[src/sv/lifo_pkg.sv]
// ----------------------------------------------------------------------------
// lifo_pkg
// Shared types and constants of the LIFO stack block.
// ----------------------------------------------------------------------------
`default_nettype none

package lifo_pkg;

	localparam int DEPTH      = 16;
	localparam int DATA_WIDTH = 32;
	localparam int AW         = (DEPTH > 1) ? $clog2(DEPTH) : 1;
	localparam int CW         = $clog2(DEPTH + 1);

	localparam logic [2:0] MODE_PUSH = 3'd0;
	localparam logic [2:0] MODE_POP  = 3'd1;
	localparam logic [2:0] MODE_REV  = 3'd2;
	localparam logic [2:0] MODE_SORT = 3'd3;
	localparam logic [2:0] MODE_SHOW = 3'd4;

	localparam logic [1:0] ST_OK    = 2'd0;
	localparam logic [1:0] ST_EMPTY = 2'd1;
	localparam logic [1:0] ST_FULL  = 2'd2;

	typedef enum logic [3:0] {
		S_IDLE,
		S_PUSH,
		S_POP_RD,
		S_POP_OUT,
		S_REV_CHK,
		S_REV_WR_A,
		S_REV_WR_B,
		S_SORT_CHK,
		S_SORT_CMP,
		S_SORT_WR_B,
		S_SHOW_RD,
		S_SHOW_OUT,
		S_FIN
	} state_t;

	typedef enum logic [1:0] {
		WR_PUSH,
		WR_A_FROM_B,
		WR_B_FROM_A
	} wr_sel_t;

	typedef struct packed {
		logic       start;
		logic       rd_en;
		logic       pair_next;
		logic       wr_en;
		wr_sel_t    wr_sel;
		logic       cnt_inc;
		logic       cnt_dec;
		logic       ia_inc;
		logic       ia_dec;
		logic       ia_clr;
		logic       ib_dec;
		logic       emit;
		logic [1:0] emit_status;
		logic       emit_data;
		logic       emit_last;
	} cmd_t;

	typedef struct packed {
		logic out_free;
		logic cnt_zero;
		logic cnt_full;
		logic cnt_small;
		logic a_lt_b;
		logic ia_zero;
		logic ib_zero;
		logic row_end;
		logic swap;
	} sts_t;

endpackage

`default_nettype wire

[src/sv/lifo_dp.sv]
// ----------------------------------------------------------------------------
// lifo_dp
// Datapath: entry memory, fill count, index registers and result register.
// ----------------------------------------------------------------------------
`default_nettype none

module lifo_dp (
	input  wire logic                                clk,
	input  wire logic                                arst_n,
	input  wire lifo_pkg::cmd_t                      cmd,
	input  wire logic [2:0]                          mode,
	input  wire logic [lifo_pkg::DATA_WIDTH-1:0]     push_value,
	output lifo_pkg::sts_t                           sts,
	output logic                                     m_tvalid,
	input  wire logic                                m_tready,
	output logic [lifo_pkg::DATA_WIDTH-1:0]          m_tdata,
	output logic [1:0]                               m_tuser,
	output logic                                     m_tlast
);

	logic [lifo_pkg::DATA_WIDTH-1:0] mem [lifo_pkg::DEPTH];

	logic [lifo_pkg::CW-1:0]         cnt_q;
	logic [lifo_pkg::CW-1:0]         cnt_m1;
	logic [lifo_pkg::AW-1:0]         ia_q;
	logic [lifo_pkg::AW-1:0]         ib_q;
	logic [lifo_pkg::AW-1:0]         addr_b;
	logic [lifo_pkg::AW-1:0]         wr_addr;
	logic [lifo_pkg::DATA_WIDTH-1:0] wr_data;
	logic [lifo_pkg::DATA_WIDTH-1:0] val_q;
	logic [lifo_pkg::DATA_WIDTH-1:0] rda_q;
	logic [lifo_pkg::DATA_WIDTH-1:0] rdb_q;
	logic                            out_valid_q;
	logic [lifo_pkg::DATA_WIDTH-1:0] out_data_q;
	logic [1:0]                      out_status_q;
	logic                            out_last_q;

	assign cnt_m1 = cnt_q - lifo_pkg::CW'(1);
	assign addr_b = cmd.pair_next ? (ia_q + lifo_pkg::AW'(1)) : ib_q;

	always_comb begin
		case (cmd.wr_sel)
			lifo_pkg::WR_PUSH: begin
				wr_addr = cnt_q[lifo_pkg::AW-1:0];
				wr_data = val_q;
			end
			lifo_pkg::WR_A_FROM_B: begin
				wr_addr = ia_q;
				wr_data = rdb_q;
			end
			default: begin
				wr_addr = addr_b;
				wr_data = rda_q;
			end
		endcase
	end

	always_ff @(posedge clk) begin
		if (cmd.wr_en) begin
			mem[wr_addr] <= wr_data;
		end
		if (cmd.rd_en) begin
			rda_q <= mem[ia_q];
			rdb_q <= mem[addr_b];
		end
		if (cmd.start) begin
			val_q <= push_value;
		end
	end

	always_ff @(posedge clk or negedge arst_n) begin
		if (!arst_n) begin
			cnt_q <= '0;
			ia_q  <= '0;
			ib_q  <= '0;
		end else begin
			if (cmd.cnt_inc) begin
				cnt_q <= cnt_q + lifo_pkg::CW'(1);
			end else if (cmd.cnt_dec) begin
				cnt_q <= cnt_m1;
			end
			// reverse and sort walk upward from the bottom, the rest start at the top
			if (cmd.start) begin
				ia_q <= (mode == lifo_pkg::MODE_REV || mode == lifo_pkg::MODE_SORT) ?
					'0 : cnt_m1[lifo_pkg::AW-1:0];
				ib_q <= cnt_m1[lifo_pkg::AW-1:0];
			end else begin
				if (cmd.ia_clr) begin
					ia_q <= '0;
				end else if (cmd.ia_inc) begin
					ia_q <= ia_q + lifo_pkg::AW'(1);
				end else if (cmd.ia_dec) begin
					ia_q <= ia_q - lifo_pkg::AW'(1);
				end
				if (cmd.ib_dec) begin
					ib_q <= ib_q - lifo_pkg::AW'(1);
				end
			end
		end
	end

	always_ff @(posedge clk or negedge arst_n) begin
		if (!arst_n) begin
			out_valid_q <= 1'b0;
		end else if (cmd.emit) begin
			out_valid_q <= 1'b1;
		end else if (m_tready) begin
			out_valid_q <= 1'b0;
		end
	end

	always_ff @(posedge clk) begin
		if (cmd.emit) begin
			out_data_q   <= cmd.emit_data ? rda_q : '0;
			out_status_q <= cmd.emit_status;
			out_last_q   <= cmd.emit_last;
		end
	end

	assign m_tvalid = out_valid_q;
	assign m_tdata  = out_data_q;
	assign m_tuser  = out_status_q;
	assign m_tlast  = out_last_q;

	always_comb begin
		sts.out_free  = !out_valid_q || m_tready;
		sts.cnt_zero  = (cnt_q == '0);
		sts.cnt_full  = (cnt_q == lifo_pkg::CW'(lifo_pkg::DEPTH));
		sts.cnt_small = (cnt_q <= lifo_pkg::CW'(1));
		sts.a_lt_b    = (ia_q < ib_q);
		sts.ia_zero   = (ia_q == '0);
		sts.ib_zero   = (ib_q == '0);
		sts.row_end   = ((lifo_pkg::CW'(ia_q) + lifo_pkg::CW'(2)) == cnt_q);
		sts.swap      = ($signed(rda_q) < $signed(rdb_q));
	end

endmodule

`default_nettype wire

[src/sv/lifo_ctrl.sv]
// ----------------------------------------------------------------------------
// lifo_ctrl
// Controller: sequences each operation over the datapath.
// ----------------------------------------------------------------------------
`default_nettype none

module lifo_ctrl (
	input  wire logic           clk,
	input  wire logic           arst_n,
	input  wire logic           s_tvalid,
	input  wire logic [2:0]     mode,
	output logic                s_tready,
	input  wire lifo_pkg::sts_t sts,
	output lifo_pkg::cmd_t      cmd
);

	lifo_pkg::state_t state_q;
	lifo_pkg::state_t state_d;
	logic             accept;

	assign s_tready = (state_q == lifo_pkg::S_IDLE);
	assign accept   = s_tvalid && s_tready;

	always_ff @(posedge clk or negedge arst_n) begin
		if (!arst_n) begin
			state_q <= lifo_pkg::S_IDLE;
		end else begin
			state_q <= state_d;
		end
	end

	always_comb begin
		state_d = state_q;
		unique case (state_q)
			lifo_pkg::S_IDLE: begin
				if (accept) begin
					unique case (mode)
						lifo_pkg::MODE_PUSH: state_d = lifo_pkg::S_PUSH;
						lifo_pkg::MODE_POP:  state_d = lifo_pkg::S_POP_RD;
						lifo_pkg::MODE_REV:  state_d = lifo_pkg::S_REV_CHK;
						lifo_pkg::MODE_SORT: state_d = lifo_pkg::S_SORT_CHK;
						lifo_pkg::MODE_SHOW: state_d = lifo_pkg::S_SHOW_RD;
						default:             state_d = lifo_pkg::S_IDLE;
					endcase
				end
			end
			lifo_pkg::S_PUSH: begin
				if (sts.out_free) state_d = lifo_pkg::S_IDLE;
			end
			lifo_pkg::S_POP_RD: begin
				if (!sts.cnt_zero) begin
					state_d = lifo_pkg::S_POP_OUT;
				end else if (sts.out_free) begin
					state_d = lifo_pkg::S_IDLE;
				end
			end
			lifo_pkg::S_POP_OUT: begin
				if (sts.out_free) state_d = lifo_pkg::S_IDLE;
			end
			lifo_pkg::S_REV_CHK: begin
				state_d = (!sts.cnt_small && sts.a_lt_b) ? lifo_pkg::S_REV_WR_A : lifo_pkg::S_FIN;
			end
			lifo_pkg::S_REV_WR_A: state_d = lifo_pkg::S_REV_WR_B;
			lifo_pkg::S_REV_WR_B: state_d = lifo_pkg::S_REV_CHK;
			lifo_pkg::S_SORT_CHK: begin
				state_d = (sts.cnt_small || sts.ib_zero) ? lifo_pkg::S_FIN : lifo_pkg::S_SORT_CMP;
			end
			lifo_pkg::S_SORT_CMP: begin
				state_d = sts.swap ? lifo_pkg::S_SORT_WR_B : lifo_pkg::S_SORT_CHK;
			end
			lifo_pkg::S_SORT_WR_B: state_d = lifo_pkg::S_SORT_CHK;
			lifo_pkg::S_SHOW_RD: begin
				if (!sts.cnt_zero) begin
					state_d = lifo_pkg::S_SHOW_OUT;
				end else if (sts.out_free) begin
					state_d = lifo_pkg::S_IDLE;
				end
			end
			lifo_pkg::S_SHOW_OUT: begin
				if (sts.out_free) begin
					state_d = sts.ia_zero ? lifo_pkg::S_IDLE : lifo_pkg::S_SHOW_RD;
				end
			end
			lifo_pkg::S_FIN: begin
				if (sts.out_free) state_d = lifo_pkg::S_IDLE;
			end
			default: state_d = lifo_pkg::S_IDLE;
		endcase
	end

	always_comb begin
		cmd             = '0;
		cmd.wr_sel      = lifo_pkg::WR_PUSH;
		cmd.emit_status = lifo_pkg::ST_OK;
		cmd.start       = accept;
		unique case (state_q)
			lifo_pkg::S_IDLE: ;
			lifo_pkg::S_PUSH: begin
				if (sts.out_free) begin
					cmd.emit        = 1'b1;
					cmd.emit_last   = 1'b1;
					cmd.emit_status = sts.cnt_full ? lifo_pkg::ST_FULL : lifo_pkg::ST_OK;
					cmd.wr_en       = !sts.cnt_full;
					cmd.cnt_inc     = !sts.cnt_full;
				end
			end
			lifo_pkg::S_POP_RD: begin
				if (!sts.cnt_zero) begin
					cmd.rd_en = 1'b1;
				end else if (sts.out_free) begin
					cmd.emit        = 1'b1;
					cmd.emit_last   = 1'b1;
					cmd.emit_status = lifo_pkg::ST_EMPTY;
				end
			end
			lifo_pkg::S_POP_OUT: begin
				if (sts.out_free) begin
					cmd.emit      = 1'b1;
					cmd.emit_last = 1'b1;
					cmd.emit_data = 1'b1;
					cmd.cnt_dec   = 1'b1;
				end
			end
			lifo_pkg::S_REV_CHK: begin
				cmd.rd_en = !sts.cnt_small && sts.a_lt_b;
			end
			lifo_pkg::S_REV_WR_A: begin
				cmd.wr_en  = 1'b1;
				cmd.wr_sel = lifo_pkg::WR_A_FROM_B;
			end
			lifo_pkg::S_REV_WR_B: begin
				cmd.wr_en  = 1'b1;
				cmd.wr_sel = lifo_pkg::WR_B_FROM_A;
				cmd.ia_inc = 1'b1;
				cmd.ib_dec = 1'b1;
			end
			lifo_pkg::S_SORT_CHK: begin
				cmd.rd_en     = !(sts.cnt_small || sts.ib_zero);
				cmd.pair_next = 1'b1;
			end
			lifo_pkg::S_SORT_CMP: begin
				cmd.pair_next = 1'b1;
				if (sts.swap) begin
					// larger value sinks toward the bottom
					cmd.wr_en  = 1'b1;
					cmd.wr_sel = lifo_pkg::WR_A_FROM_B;
				end else begin
					cmd.ia_clr = sts.row_end;
					cmd.ib_dec = sts.row_end;
					cmd.ia_inc = !sts.row_end;
				end
			end
			lifo_pkg::S_SORT_WR_B: begin
				cmd.pair_next = 1'b1;
				cmd.wr_en     = 1'b1;
				cmd.wr_sel    = lifo_pkg::WR_B_FROM_A;
				cmd.ia_clr    = sts.row_end;
				cmd.ib_dec    = sts.row_end;
				cmd.ia_inc    = !sts.row_end;
			end
			lifo_pkg::S_SHOW_RD: begin
				if (!sts.cnt_zero) begin
					cmd.rd_en = 1'b1;
				end else if (sts.out_free) begin
					cmd.emit        = 1'b1;
					cmd.emit_last   = 1'b1;
					cmd.emit_status = lifo_pkg::ST_EMPTY;
				end
			end
			lifo_pkg::S_SHOW_OUT: begin
				if (sts.out_free) begin
					cmd.emit      = 1'b1;
					cmd.emit_data = 1'b1;
					cmd.emit_last = sts.ia_zero;
					cmd.ia_dec    = !sts.ia_zero;
				end
			end
			lifo_pkg::S_FIN: begin
				if (sts.out_free) begin
					cmd.emit      = 1'b1;
					cmd.emit_last = 1'b1;
				end
			end
			default: ;
		endcase
	end

endmodule

`default_nettype wire

[src/sv/lifo_stack_sort_reverse.sv]
// ----------------------------------------------------------------------------
// lifo_stack_sort_reverse
// Bounded stack of signed words with push, pop, reverse, sort and read-out.
// ----------------------------------------------------------------------------
// Requests enter on the s_ group: s_tuser carries the operation code, s_tdata
// the value to push. Results leave on the m_ group: m_tuser is the status,
// m_tdata the popped or read-out value (zero otherwise), m_tlast marks the
// final result of a request. Codes 5 to 7 are taken and produce nothing.
// s_tready is high only while no operation is in progress; the block works
// on one request at a time, sequenced over a single-write, dual-read memory.
// For fill n: reverse swaps n/2 pairs, each read and then written to the
//   lower slot and the upper one; sort makes (n-1)*(n-1) compares of
//   neighbouring entries, and each swap writes the lower entry and then the
//   upper one. Pop and read-out read each entry before it is delivered.
//   s_tready returns once the last result has been registered.
// The result register decouples the sides: when m_tready is low the result
// holds and the sequencer stalls only at the next result it must deliver.
// Reset empties the stack at once; memory contents are not cleared.
// ----------------------------------------------------------------------------
`default_nettype none

module lifo_stack_sort_reverse (
	input  wire logic                                clk,
	input  wire logic                                arst_n,
	input  wire logic                                s_tvalid,
	output logic                                     s_tready,
	input  wire logic [lifo_pkg::DATA_WIDTH-1:0]     s_tdata,  // push_value
	input  wire logic [2:0]                          s_tuser,  // mode
	output logic                                     m_tvalid,
	input  wire logic                                m_tready,
	output logic [lifo_pkg::DATA_WIDTH-1:0]          m_tdata,  // item_value
	output logic [1:0]                               m_tuser,  // status
	output logic                                     m_tlast
);

	lifo_pkg::cmd_t cmd;
	lifo_pkg::sts_t sts;

	lifo_ctrl u_ctrl (
		.clk      (clk),
		.arst_n   (arst_n),
		.s_tvalid (s_tvalid),
		.mode     (s_tuser),
		.s_tready (s_tready),
		.sts      (sts),
		.cmd      (cmd)
	);

	lifo_dp u_dp (
		.clk        (clk),
		.arst_n     (arst_n),
		.cmd        (cmd),
		.mode       (s_tuser),
		.push_value (s_tdata),
		.sts        (sts),
		.m_tvalid   (m_tvalid),
		.m_tready   (m_tready),
		.m_tdata    (m_tdata),
		.m_tuser    (m_tuser),
		.m_tlast    (m_tlast)
	);

	// an accepted request with a code from push to read-out leaves s_tready low in the next cycle
	a_busy_after_req: assert property (@(posedge clk) disable iff (!arst_n)
		(s_tvalid && s_tready && s_tuser <= lifo_pkg::MODE_SHOW) |=> !s_tready)
		else $error("accepted request did not occupy the sequencer");

	// never overwrite a result still waiting for the receiver
	a_no_overwrite: assert property (@(posedge clk) disable iff (!arst_n)
		cmd.emit |-> sts.out_free)
		else $error("result register overwritten while stalled");

	// a push writes the memory only when the stack is not full, and always raises the count with it
	a_full_push: assert property (@(posedge clk) disable iff (!arst_n)
		(cmd.wr_en && cmd.wr_sel == lifo_pkg::WR_PUSH) |-> (!sts.cnt_full && cmd.cnt_inc))
		else $error("push written past capacity");

	// read-out and pop results that carry data come only while the stack holds entries
	a_data_nonempty: assert property (@(posedge clk) disable iff (!arst_n)
		(cmd.emit && cmd.emit_data) |-> !sts.cnt_zero)
		else $error("entry delivered from an empty stack");

endmodule

`default_nettype wire
[config.mk]
export PLATFORM = sky130hd
export DESIGN_NAME = lifo_stack_sort_reverse
export DESIGN_NICKNAME = d
export VERILOG_FILES = /design/src/sv/lifo_pkg.sv /design/src/sv/lifo_dp.sv /design/src/sv/lifo_ctrl.sv /design/src/sv/lifo_stack_sort_reverse.sv
export SDC_FILE = /design/constraint.sdc
export NUM_CORES = 1
export LEC_CHECK = 0
export BUFFER_PORTS_ARGS = -buffer_cell sky130_fd_sc_hd__buf_2
export CAP_MARGIN = 15
export CORE_MARGIN = 8
export CORE_UTILIZATION = 39
export DETAILED_ROUTE_END_ITERATION = 10
export SLEW_MARGIN = 10
export SYNTH_ARGS = -nofsm -noshare
export SYNTH_HDL_FRONTEND = slang
export SYNTH_SLANG_ARGS = --single-unit
export TNS_END_PERCENT = 20
[constraint.sdc]
create_clock -name clk -period 12.9 [get_ports clk]
set_input_delay 1.29 -clock clk [delete_from_list [all_inputs] [get_ports clk]]
set_output_delay 1.29 -clock clk [all_outputs]
set_load 0.1 [all_outputs]
After elaboration in Yosys (flattened, before gate mapping)
Memory sizes are Yosys's and may differ from the RTL's. A register that Yosys moved wholly into a read port is not among the register bits.
Index checks and enable logic that the tools add are counted.
{ "totals": {"elab_cells": 124, "ff_bits": 85, "memories": 1, "ram_bits": 512} }
{ "classes": {"magnitude_cmp": 3, "add_sub_neg": 6, "n_reduce_logical": 29, "n_eq_ne": 21, "mux": 55} }
{ "mem_list": {"columns": ["name", "words", "word_bits", "rd", "rd_clocked_by_memory_dff", "write_ports", "line", "source"], "rows": [
  ["u_dp.mem", 16, 32, 2, 2, 1, "lifo_dp.sv:21", "logic [lifo_pkg::DATA_WIDTH-1:0] mem [lifo_pkg::DEPTH];"]
]} }
{ "op_table": {"columns": ["operator", "count"], "rows": [
  ["$mux W4", 16],
  ["$pmux W32 S2", 1],
  ["$pmux W4 S11", 1],
  ["$lt A32 B32 Y1", 1],
  ["$eq A4 B4 Y1 const B", 5],
  ["$pmux W4 S5", 1],
  ["$eq A4 B3 Y1 const B", 4],
  ["$mux W3", 5],
  ["$pmux W1 S3", 5],
  ["$mux W1", 14],
  ["$logic_not A4 Y1", 3],
  ["$reduce_or A3 Y1", 4],
  ["$mux W5", 2],
  ["$eq A4 B2 Y1 const B", 2],
  ["$mux W2", 4],
  ["$pmux W4 S2", 1],
  ["$sub A4 B1 Y4 const B", 2],
  ["$eq A3 B2 Y1 const B", 2],
  ["$logic_not A1 Y1", 6],
  ["$pmux W2 S3", 1],
  ["$reduce_bool A2 Y1", 3],
  ["$reduce_or A2 Y1", 3],
  ["$add A4 B2 Y5 const B", 1],
  ["$add A5 B1 Y5 const B", 1],
  ["21 further kinds", 26]
]} }

Depth between registers and ports, before layout
Gate-level depths: netlist of run 1.
{ "depth": {"ltp_word": 8, "ltp_mapped": 12, "mapped_depth_nobuf": 10} }

By module
From an unflattened synthesis of run 1, not the netlist that was laid out.
{ "unflattened": {"hier_cells": 1632, "hier_area_um2": 30960.9} }
{ "by_module_without_submodules": {"columns": ["module", "area_per_inst_um2", "cells_each", "n_inst"], "rows": [
  ["lifo_dp", 30305.3, 1534, 1],
  ["lifo_ctrl", 655.6, 98, 1]
]} }

Worst setup path before layout of run 1
No wires, ideal clock.
{ "synth_timing": {"path_type": "register to register", "from": "register u_dp.cnt_q[0] in the netlist's numbering", "to": "register u_dp.rda_q[0] in the netlist's numbering, read port of u_dp.mem, enable pin", "period_less_slack_ns": 6.577, "arrival_ns": 6.003, "setup_ns": 0.574, "slack_ns": 6.323, "stages_incl_launch_ff": 8, "path_cell_list": "dfrtp_1 > clkbuf_1 > inv_1 > ha_1 > nor3b_1 > nor2b_1 > o32a_1 > o21ai_0"} }
{ "synth_lines": {"columns": ["item", "line", "source"], "rows": [
  ["from (decl)", "lifo_dp.sv:23", "logic [lifo_pkg::CW-1:0] cnt_q;"],
  ["from (signal assigned)", "lifo_dp.sv:78", "cnt_q <= cnt_q + lifo_pkg::CW'(1);"],
  ["from (signal assigned)", "lifo_dp.sv:80", "cnt_q <= cnt_m1;"],
  ["to (decl)", "lifo_dp.sv:31", "logic [lifo_pkg::DATA_WIDTH-1:0] rda_q;"]
]} }

Worst setup path after layout of run 1
{ "layout_timing": {"from": "register u_ctrl.state_q[0]", "to": "register u_dp.rdb_q[7] in the netlist's numbering, read port of u_dp.mem, data pin"} }
{ "layout_via": {"elab_chain_len": 4, "elab_cells_between_ends": 11, "classes_between": "6 x eq/ne; 3 x mux; 2 x reduce/logical"} }
{ "layout_rtl": {"columns": ["item", "line", "source"], "rows": [
  ["from (decl)", "lifo_ctrl.sv:17", "lifo_pkg::state_t state_q;"],
  ["from (signal assigned)", "lifo_ctrl.sv:26", "state_q <= lifo_pkg::S_IDLE;"],
  ["from (signal assigned)", "lifo_ctrl.sv:28", "state_q <= state_d;"],
  ["$eq A4 B3 Y1 / $eq A4 B4 Y1 (equally long branches)", "lifo_ctrl.sv:96", "unique case (state_q)"],
  ["$reduce_or A3 Y1 (no source line)", null, null],
  ["$mux W1", "lifo_ctrl.sv:96", null],
  ["$mux W4", "lifo_dp.sv:39", "assign addr_b = cmd.pair_next ? (ia_q + lifo_pkg::AW'(1)) : ib_q;"],
  ["to (decl)", "lifo_dp.sv:32", "logic [lifo_pkg::DATA_WIDTH-1:0] rdb_q;"]
]} }
Several ways; a longest one is shown, not always the timed one.
A chain may end at the register's enable or synchronous reset.

==> metrics, run 1 <==
status=completed; diodes inserted=0; Post-Synth Adder-Cell Area=1.76%; Util after Layout=44.6%; layout cells sized above 1=30.8%; GP Congestion=0.797; pre-CTS WS=6.79 ns; largest family of logic cells by synthesized area=multiplexers; post_cts resized=0; post-synthesis mux area share=24.4%; Syn. warnings=0; CORE AREA=0.0776 mm²; HP Class=reg2reg; Worst Hold End=u_dp.ib_q[3]; total grt overflow=0; register area share after synthesis=64.5%; TritonCTS clock tree=built; Mapped Avg Cell Area=19.1 µm²; DR WL/cell=29.6 µm; worst r2r src=u_ctrl.state_q[0]; hpwl dp=43.6 mm; first-pass GRT wire length=120 mm; Synth cell types=59; Max-cap violations=0; ys flop type=edfxtp_1; CP endpoint kind=flip-flop; setup slack, reg-to-reg=6.91 ns; Post-CTS Setup Inserts=0; Max Root-Sink Buffers=3; Final ANT Viol Nets=0; hold depth=1; P&R area growth vs syn=12.9%; Simple-Gate Fraction of Synth Area=3.23%; Clk pin slew, worst setup/hold paths=0.06 ns; RSZ-0062 raised after global routing=false; GRT Total Usage=18.8%; critical path required time=13.22 ns; Die Ht=296 µm; die area=0.0878 mm²; final setup fails=0; clock latency on the worst-skew pair=0.61 ns; hold_sp=u_dp.ib_q[3]; slowest cell delay on critical path=0.94 ns; final net count=1774; Post-Layout Cell Count=2783; Clock Sinks=661; CP dominant cell by count=buf_4; Slew Viols, Final=0; most common cell after layout, fill and taps aside=edfxtp_1; number of flops mapped to enable cells by yosys=643; pwr/cell area=282 mW/mm²; most frequent cells in the layout=edfxtp_1, mux4_2, mux2i_1; DR vias/cell=6.07; Rel. slew slack=21.0%; Rows=102; initial antenna violation count=2; asr flop ratio synth=2.72%; Layout fillers=6635; drt total wl=82.5 mm; drt first pass iters=6; reg2reg path depth=10; total number of vias=16900; crit path max fanout=51; Inst Count DP=2658; r2r endpoint=u_dp.rdb_q[7]; min Tclk post-route=5.99 ns; Slew @ Worst Pin=1.17 ns; TNS Setup=0 ns; # IOs=76; Tcrit/Tclk final=46.4%; Num CTS Buffers=72; largest net degree at the start of global routing=130; Syn Nets=1686; final setup margin=6.91 ns; port bufs=75; Synth Register Bits=661; CP Class=reg2reg; CTS root buffer=clkbuf_16; DRC=0; vias in the first global route=17500; slowest cell on the critical path=buf_4; CTS HTree Levels=3; XOR/XNOR share of the synthesized area=0.372%; Critical Path AT=6.31 ns; die width=296 µm; Initial Utilization=39.5%; Hold Fails Final Rpt=0; Peak VDD IR=0.256 mV; cell-by-cell trace of the critical path=nand2_1 > o21ai_1 > nor2_1 > a21oi_4 > buf_4 > buf_4 > buf_4 > mux4_2 > mux2i_1 > mux2i_1; max frequency=167 MHz; hold buffer count at cts=0; Cell Area, Synth=0.0306 mm²; Fin Clk Skew=0.0292 ns; P_leak=11.5 nW; Synth Instances=1604; Synth Area in Compound Gates=3.76%; startpoint types=flip-flop; Iteration-0 DRC Markers=1655
[sequential cells by signal, summed over array words and instances, names as in the netlist]
name and flops:
u_ctrl.state_q 4, u_dp.cnt_q 5, u_dp.ia_q 4, u_dp.ib_q 4, u_dp.m_tdata 32, u_dp.m_tlast 1
u_dp.m_tuser 2, u_dp.m_tvalid 1, u_dp.mem 512, u_dp.rda_q 32, u_dp.rdb_q 32, u_dp.val_q 32
[layer usage]
layer | global-route usage, % | vias to the layer above | part of all wire, %
li1 | - | 6965 | -
met1 | 25.4 | 8954 | 40
met2 | 30.6 | 811 | 49
met3 | 3.45 | 153 | 7.9
met4 | 6.28 | 2 | 3.0
met5 | 0 | - | 0.0097
[cell families after synthesis]
| family | count (synthesis) |
|---|---|
| AOI/OAI and AO/OA | 152 |
| xor gates and xnor gates | 13 |
| adders and majority gates | 43 |
| buffers and inverters | 149 |
| DFF | 661 |
| muxes | 388 |
| and+or+nand+nor | 198 |
[final cells by class]
class	count	area [µm²]	area share, %
timing repair buffer	117	703	2.03
tap	1040	1300	3.76
sequential	661	19800	57.2
clock buffer	88	1860	5.38
multi-input combinational	794	10500	30.3
clock inverter	37	288	0.832
inverter	46	173	0.499
[through the flow]
stage | area, µm² | total power (W) | hold WS [ns]
2_1_floorplan | 30600 | 0.00665 | 0.472
3_3_place_gp | 32400 | 0.00783 | 0.586
3_5_place_dp | 32400 | 0.00791 | 0.573
4_1_cts | 34600 | 0.00983 | 0.606
5_1_grt | 34600 | 0.0102 | 0.629
6_report | 34600 | 0.00975 | 0.597
[cell usage after synthesis, drive strengths merged (8+ instances only)]
library cell	count	area share, %
xnor2	10	0.29
and2	36	0.74
nor3	11	0.18
o21ai	19	0.31
nand2	34	0.42
ha	43	1.8
a221o	35	1.1
a21oi	28	0.46
mux4	288	21
a31oi	9	0.18
dfrtp	18	1.5
nor2	61	0.75
clkbuf	60	0.74
edfxtp	643	63
inv	44	0.54
buf	43	0.64
nor4	21	0.43
a21o	8	0.20
mux2i	99	3.2
[report_power, final]
group          internal, W  switching [W]  total, W
sequential         0.00328       0.000260   0.00354
combinational      0.00171        0.00258   0.00430
clock              0.00109       0.000827   0.00191
total              0.00608        0.00367   0.00975
[critical path: cells and delay by family (launching register included)]
family | cells | cell delay, ns
mux | 3 | 0.89
flops | 1 | 0.80
simple gates | 2 | 0.48
buf+inv | 3 | 2.45
compound gates | 2 | 1.01
[worst max-delay path by stage]
stage,start,to,depth (start not counted)
5_1_grt,u_ctrl.state_q[0],u_dp.rdb_q[7],10
3_3_place_gp,u_ctrl.state_q[0],u_dp.rdb_q[10],10
6_report,u_ctrl.state_q[0],u_dp.rdb_q[7],10
2_1_floorplan,u_dp.cnt_q[0],u_dp.rda_q[0],7
4_1_cts,u_ctrl.state_q[0],u_dp.rdb_q[7],10
3_5_place_dp,u_ctrl.state_q[0],u_dp.rdb_q[9],10
Note: power is estimated with default switching activity, not from simulation.
==> run 2, diff against run 1 <==
Clock period 12.9 ns to 5.8 ns, I/O delays scaled along.
==> run 2 against run 1 <==
  * Final cell count rose by 0.54%
  * Non-clock buffer count grew 14
  * Wire length shrank 1.5%
  * Global-route usage shrank 0.12 points
  * Largest power group unchanged
  * Sequential power is 130% higher
  * Critical path type unchanged
  * Largest cell class unchanged
  * Utilization up 0.50 points
  * First-iteration DRC count shrank 3.1%
==> metrics, run 2 (same netlist as run 1, synthesis figures left out) <==
Num CTS Buffers=72; Fin Clk Skew=0.0242 ns; reg2reg path depth=11; TritonCTS clock tree=built; r2r endpoint=u_dp.mem[10][20]; Slew Viols, Final=0; DRC=0; status=completed; CP Class=reg2reg; GR peak layer=met2; Final ANT Viol Nets=0; Layout fillers=6678; Initial Utilization=39.5%; clock latency on the worst-skew pair=0.61 ns; most common cell after layout, fill and taps aside=edfxtp_1; DP Area=0.0325 mm²; GP Congestion=0.838; P_leak=11.7 nW; GRT Total Usage=18.6%; # IOs=76; Util after Layout=45.1%; drt first pass iters=5; Peak VDD IR=0.644 mV; slowest cell delay on critical path=0.56 ns; HP Class=in2reg; Clk pin slew, worst setup/hold paths=0.06 ns; Biggest register=u_dp.mem; Max-cap violations=0; largest net degree at the start of global routing=129; Rows=102; Final Power=0.0223 W; total number of vias=16800; port bufs=75; P&R area growth vs syn=14.1%; Die Ht=296 µm; CTS HTree Levels=3; worst r2r src=u_dp.rda_q[26]; slowest cell on the critical path=or4_4; RSZ-0062 raised after global routing=false; CP Buf/Inv Count=2; cell-by-cell trace of the critical path=ha_1 > nand4_1 > or4_4 > nor3_1 > o21ai_1 > a21o_1 > a211oi_4 > buf_4 > a221oi_2 > nor4_2 > buf_4; Iteration-0 DRC Markers=1603; met1 GRT Util=25.9%; post_cts resized=0; max frequency=216 MHz; DR vias/cell=6.02; drt total wl=81.2 mm; register area=0.0198 mm²; Max Root-Sink Buffers=3; CORE AREA=0.0776 mm²; final net count=1788; combined area of the multi-input logic cells=0.0105 mm²; CTS root buffer=clkbuf_16; Clock Sinks=661; hold_sp=s_tdata[24]; hpwl dp=47.3 mm; setup slack, reg-to-reg=1.17 ns; pwr/cell area=637 mW/mm²; CP endpoint kind=flip-flop; vias in the first global route=17800; first-pass GRT wire length=120 mm; crit path max fanout=24; most frequent cells in the layout=edfxtp_1, mux4_2, mux2i_1; Slew @ Worst Pin=1.08 ns; layout cells sized above 1=31.4%; die width=296 µm; total grt overflow=0; hold depth=1; Crit path max-delay family=simple AND/OR/NAND/NOR gates; Hold Fails Final Rpt=0; critical path required time=6.04 ns; diodes inserted=0; Critical Path AT=4.87 ns; CP dominant cell by count=buf_4; startpoint types=flip-flop; initial antenna violation count=1; die area=0.0878 mm²; min Tclk post-route=4.63 ns; DR WL/cell=29.0 µm; Tcrit/Tclk final=79.8%; final setup fails=0; Rel. slew slack=27.7%; met2 Usage GRT=29.5%; Worst Hold End=u_dp.val_q[24]; max reg flops=512; post-route cell area=0.0350 mm²; GR met3 Demand/Resource=3.69%
[run 2: how the worst max path moves through the flow]
stage	start	endpoint	slack (ns)	cells past startpoint
2_1_floorplan	u_dp.rda_q[31]	u_dp.mem[12][0]	-0.39	10
3_3_place_gp	u_dp.rda_q[15]	u_dp.mem[14][10]	1.41	11
3_5_place_dp	u_dp.rda_q[26]	u_dp.mem[10][18]	1.26	11
4_1_cts	u_dp.rda_q[15]	u_dp.mem[10][10]	1.21	11
5_1_grt	u_dp.rda_q[15]	u_dp.mem[10][10]	0.93	11
6_report	u_dp.rda_q[26]	u_dp.mem[10][20]	1.17	11
[run 2: layout make-up]
cell class / instances / area share (%)
inverter: 46 / 0.494
tap: 1040 / 3.72
timing repair buffer: 131 / 2.45
multi-input combinational: 794 / 30.0
clock buffer: 92 / 5.55
sequential: 661 / 56.5
clock inverter: 34 / 1.27
[run 2: worst reg2reg max path, delay by kind of cell (launching register included)]
| kind | cells | cell delay [ns] |
|---|---|---|
| buffers and inverters | 2 | 0.94 |
| and+or+nand+nor | 4 | 1.42 |
| adders and majority gates | 1 | 0.32 |
| DFF | 1 | 0.43 |
| AOI/OAI and AO/OA | 4 | 1.12 |
[run 2: per-layer routing]
metal | wire (µm) | share of wire, %
met1 | 34200 | 42
met5 | 13 | 0.016
met3 | 6060 | 7.5
met2 | 38900 | 48
met4 | 2080 | 2.6
[run 2: report_power, final]
| group | switching, W | internal [W] |
|---|---|---|
| Sequential | 0.000686 | 0.00729 |
| Clock | 0.00184 | 0.00285 |
| Combinational | 0.00573 | 0.00388 |
[run 2: through the flow]
step	cells	TNS, ns	hold slack, ns	worst slack, ns
after floorplan	1604	-187.75	0.284	-0.388
after global placement	2670	0	0.539	1.41
after detailed placement	2670	0	0.552	1.26
after CTS	2797	0	0.110	1.21
after global routing	2798	0	0.123	0.935
final	2798	0	0.143	1.17
[run 2: timing repair]
action	4_1_cts	5_1_grt
hold endpoints to repair	18	0
hold buffers	1	0
setup buffers	0	0
==> run 3, diff against run 2 <==
Clock period 5.8 ns to 4.5 ns, I/O delays scaled along.
==> run 3 against run 2 <==
  * Largest power group unchanged
  * Critical path depth is 2 higher
  * Maximum frequency is 7.9% higher
  * Critical path type unchanged
  * Register-to-register slack worse by 0.96 ns
  * Global-route usage is 0.36 points higher
  * Largest cell class unchanged
  * Total power is 34% higher
  * Via count is 3.2% higher
==> metrics, run 3 (same netlist as run 1, synthesis figures left out) <==
status=completed; Fin Hold WS=0.0358 ns; CTS HTree Levels=3; CP Class=reg2reg; drt first pass iters=5; Crit path max-delay family=compound AO/OA/AOI/OAI gates; CP dominant cell by count=buf_4; vias in the first global route=17900; port bufs=75; largest net degree at the start of global routing=84; Tcrit/Tclk final=95.4%; clock latency on the worst-skew pair=0.62 ns; Worst Hold End=u_dp.val_q[22]; Switch Pwr=0.0114 W; TritonCTS clock tree=built; total number of vias=17400; Max-cap violations=0; max reg flops=512; Clk pin slew, worst setup/hold paths=0.06 ns; CP endpoint kind=flip-flop; slowest cell delay on critical path=0.45 ns; drt total wl=82.8 mm; DRC=0; P&R area growth vs syn=17.9%; final setup fails=0; Biggest register=u_dp.mem; Layout fillers=6537; total grt overflow=0; hold_sp=s_tdata[22]; Internal Power=0.0185 W; CORE AREA=0.0776 mm²; Rel. slew slack=22.1%; final net count=1872; worst r2r src=u_dp.rda_q[15]; critical path required time=4.80 ns; reg2reg path depth=13; Rows=102; max frequency=233 MHz; CP Buf/Inv Count=4; first-pass GRT wire length=123 mm; die width=296 µm; most common cell after layout, fill and taps aside=edfxtp_1; Fin Clk Skew=0.0208 ns; crit path max fanout=9; power share of the sequential group=33.7%; startpoint types=flip-flop; combinational power share=46.2%; # IOs=76; Clock Sinks=661; P_leak=12.2 nW; Max Root-Sink Buffers=3; DR vias/cell=6.03; Slew @ Worst Pin=1.17 ns; r2r endpoint=u_dp.mem[1][12]; Hold Fails Final Rpt=0; GP Congestion=0.861; GRT Total Usage=19.0%; die area=0.0878 mm²; RSZ-0062 raised after global routing=false; Post-Layout Cell Count=2883; initial antenna violation count=0; CTS root buffer=clkbuf_16; Slew Viols, Final=0; Final ANT Viol Nets=0; Inst Count DP=2718; Num CTS Buffers=74; layout cells sized above 1=33.3%; hold depth=1; Peak VDD IR=0.674 mV; Iteration-0 DRC Markers=1905; setup slack, reg-to-reg=0.21 ns; pwr/cell area=827 mW/mm²; TNS Setup=0 ns; cell-by-cell trace of the critical path=ha_1 > nand4_1 > buf_4 > nor4_1 > a22o_1 > o21ai_1 > a21o_1 > a21o_1 > buf_4 > a221o_1 > buf_12 > nor4_4 > buf_4; hpwl dp=51.0 mm; HP Class=in2reg; DR WL/cell=28.7 µm; Clk pwr share=20.0%; slowest cell on the critical path=nor4_4; Die Ht=296 µm; Critical Path AT=4.59 ns; diodes inserted=0; switch share=38.1%; Initial Utilization=39.5%; most frequent cells in the layout=edfxtp_1, mux4_2, mux2i_1; min Tclk post-route=4.29 ns
## run 3: worst max path at each step
stage                               from              end  slack (ns)  cells past startpoint
after detailed placement  u_dp.rda_q[15]  u_dp.mem[4][17]        0.18                     12
after CTS                 u_dp.rda_q[15]  u_dp.mem[4][21]        0.11                     12
after floorplan           u_dp.rda_q[31]  u_dp.mem[12][0]       -0.44                     10
final                     u_dp.rda_q[15]  u_dp.mem[1][12]        0.21                     13
after global placement    u_dp.rda_q[15]  u_dp.mem[11][8]       -0.04                     11
after global routing      u_dp.rda_q[15]  u_dp.mem[1][12]        0.02                     13
## run 3: routing by layer
| metal | GRT usage, % | wire [µm] |
|---|---|---|
| met2 | 30.3 | 39800 |
| met3 | 4.24 | 6580 |
| met4 | 5.22 | 1690 |
| met1 | 26.3 | 34700 |
| met5 | 0 | 0 |
## run 3: worst register-to-register path: cells and delay by family, from the launching register on
kind / cells / cell delay [ns]
buffers and inverters: 4 / 0.86
and+or+nand+nor: 3 / 0.97
AOI/OAI and AO/OA: 5 / 1.37
DFF: 1 / 0.42
adders and majority gates: 1 / 0.35
## run 3: metrics by stage
| stage | total power [W] | instance area, µm² | setup slack (ns) | utilization (%) |
|---|---|---|---|---|
| after global placement | 0.0238 | 33300 | -0.0364 | 43.0 |
| final | 0.0298 | 36100 | 0.207 | 46.5 |
| after detailed placement | 0.0241 | 33400 | 0.181 | 43.0 |
| after CTS | 0.0301 | 36100 | 0.107 | 46.5 |
| after global routing | 0.0313 | 36100 | 0.0236 | 46.5 |
| after floorplan | 0.0191 | 30700 | -0.435 | - |
## run 3: area by class of cell
type	count	area, µm²	share of cell area (%)
Clock buffer	85	1910	5.30
Clock inverter	44	470	1.30
Inverter	46	173	0.478
Multi-Input combinational cell	794	10600	29.4
Sequential cell	661	19800	54.8
Tap cell	1040	1300	3.60
Timing Repair Buffer	213	1850	5.13
## run 3: power by group through the flow
stage	clock network, W	logic [W]	registers [W]
4_1_cts	0.00611	0.0139	0.0101
6_report	0.00598	0.0138	0.0101
5_1_grt	0.00633	0.0147	0.0102
2_1_floorplan	0	0.00853	0.0106
3_5_place_dp	0	0.0139	0.0102
3_3_place_gp	0	0.0137	0.0101
## run 3: repair_timing
action                                 4_1_cts  5_1_grt
setup endpoints to repair                    0       35
hold buffers                                32        0
setup buffers                                0        4
gates resized for setup                      0        1
endpoints found under the hold margin       49        0
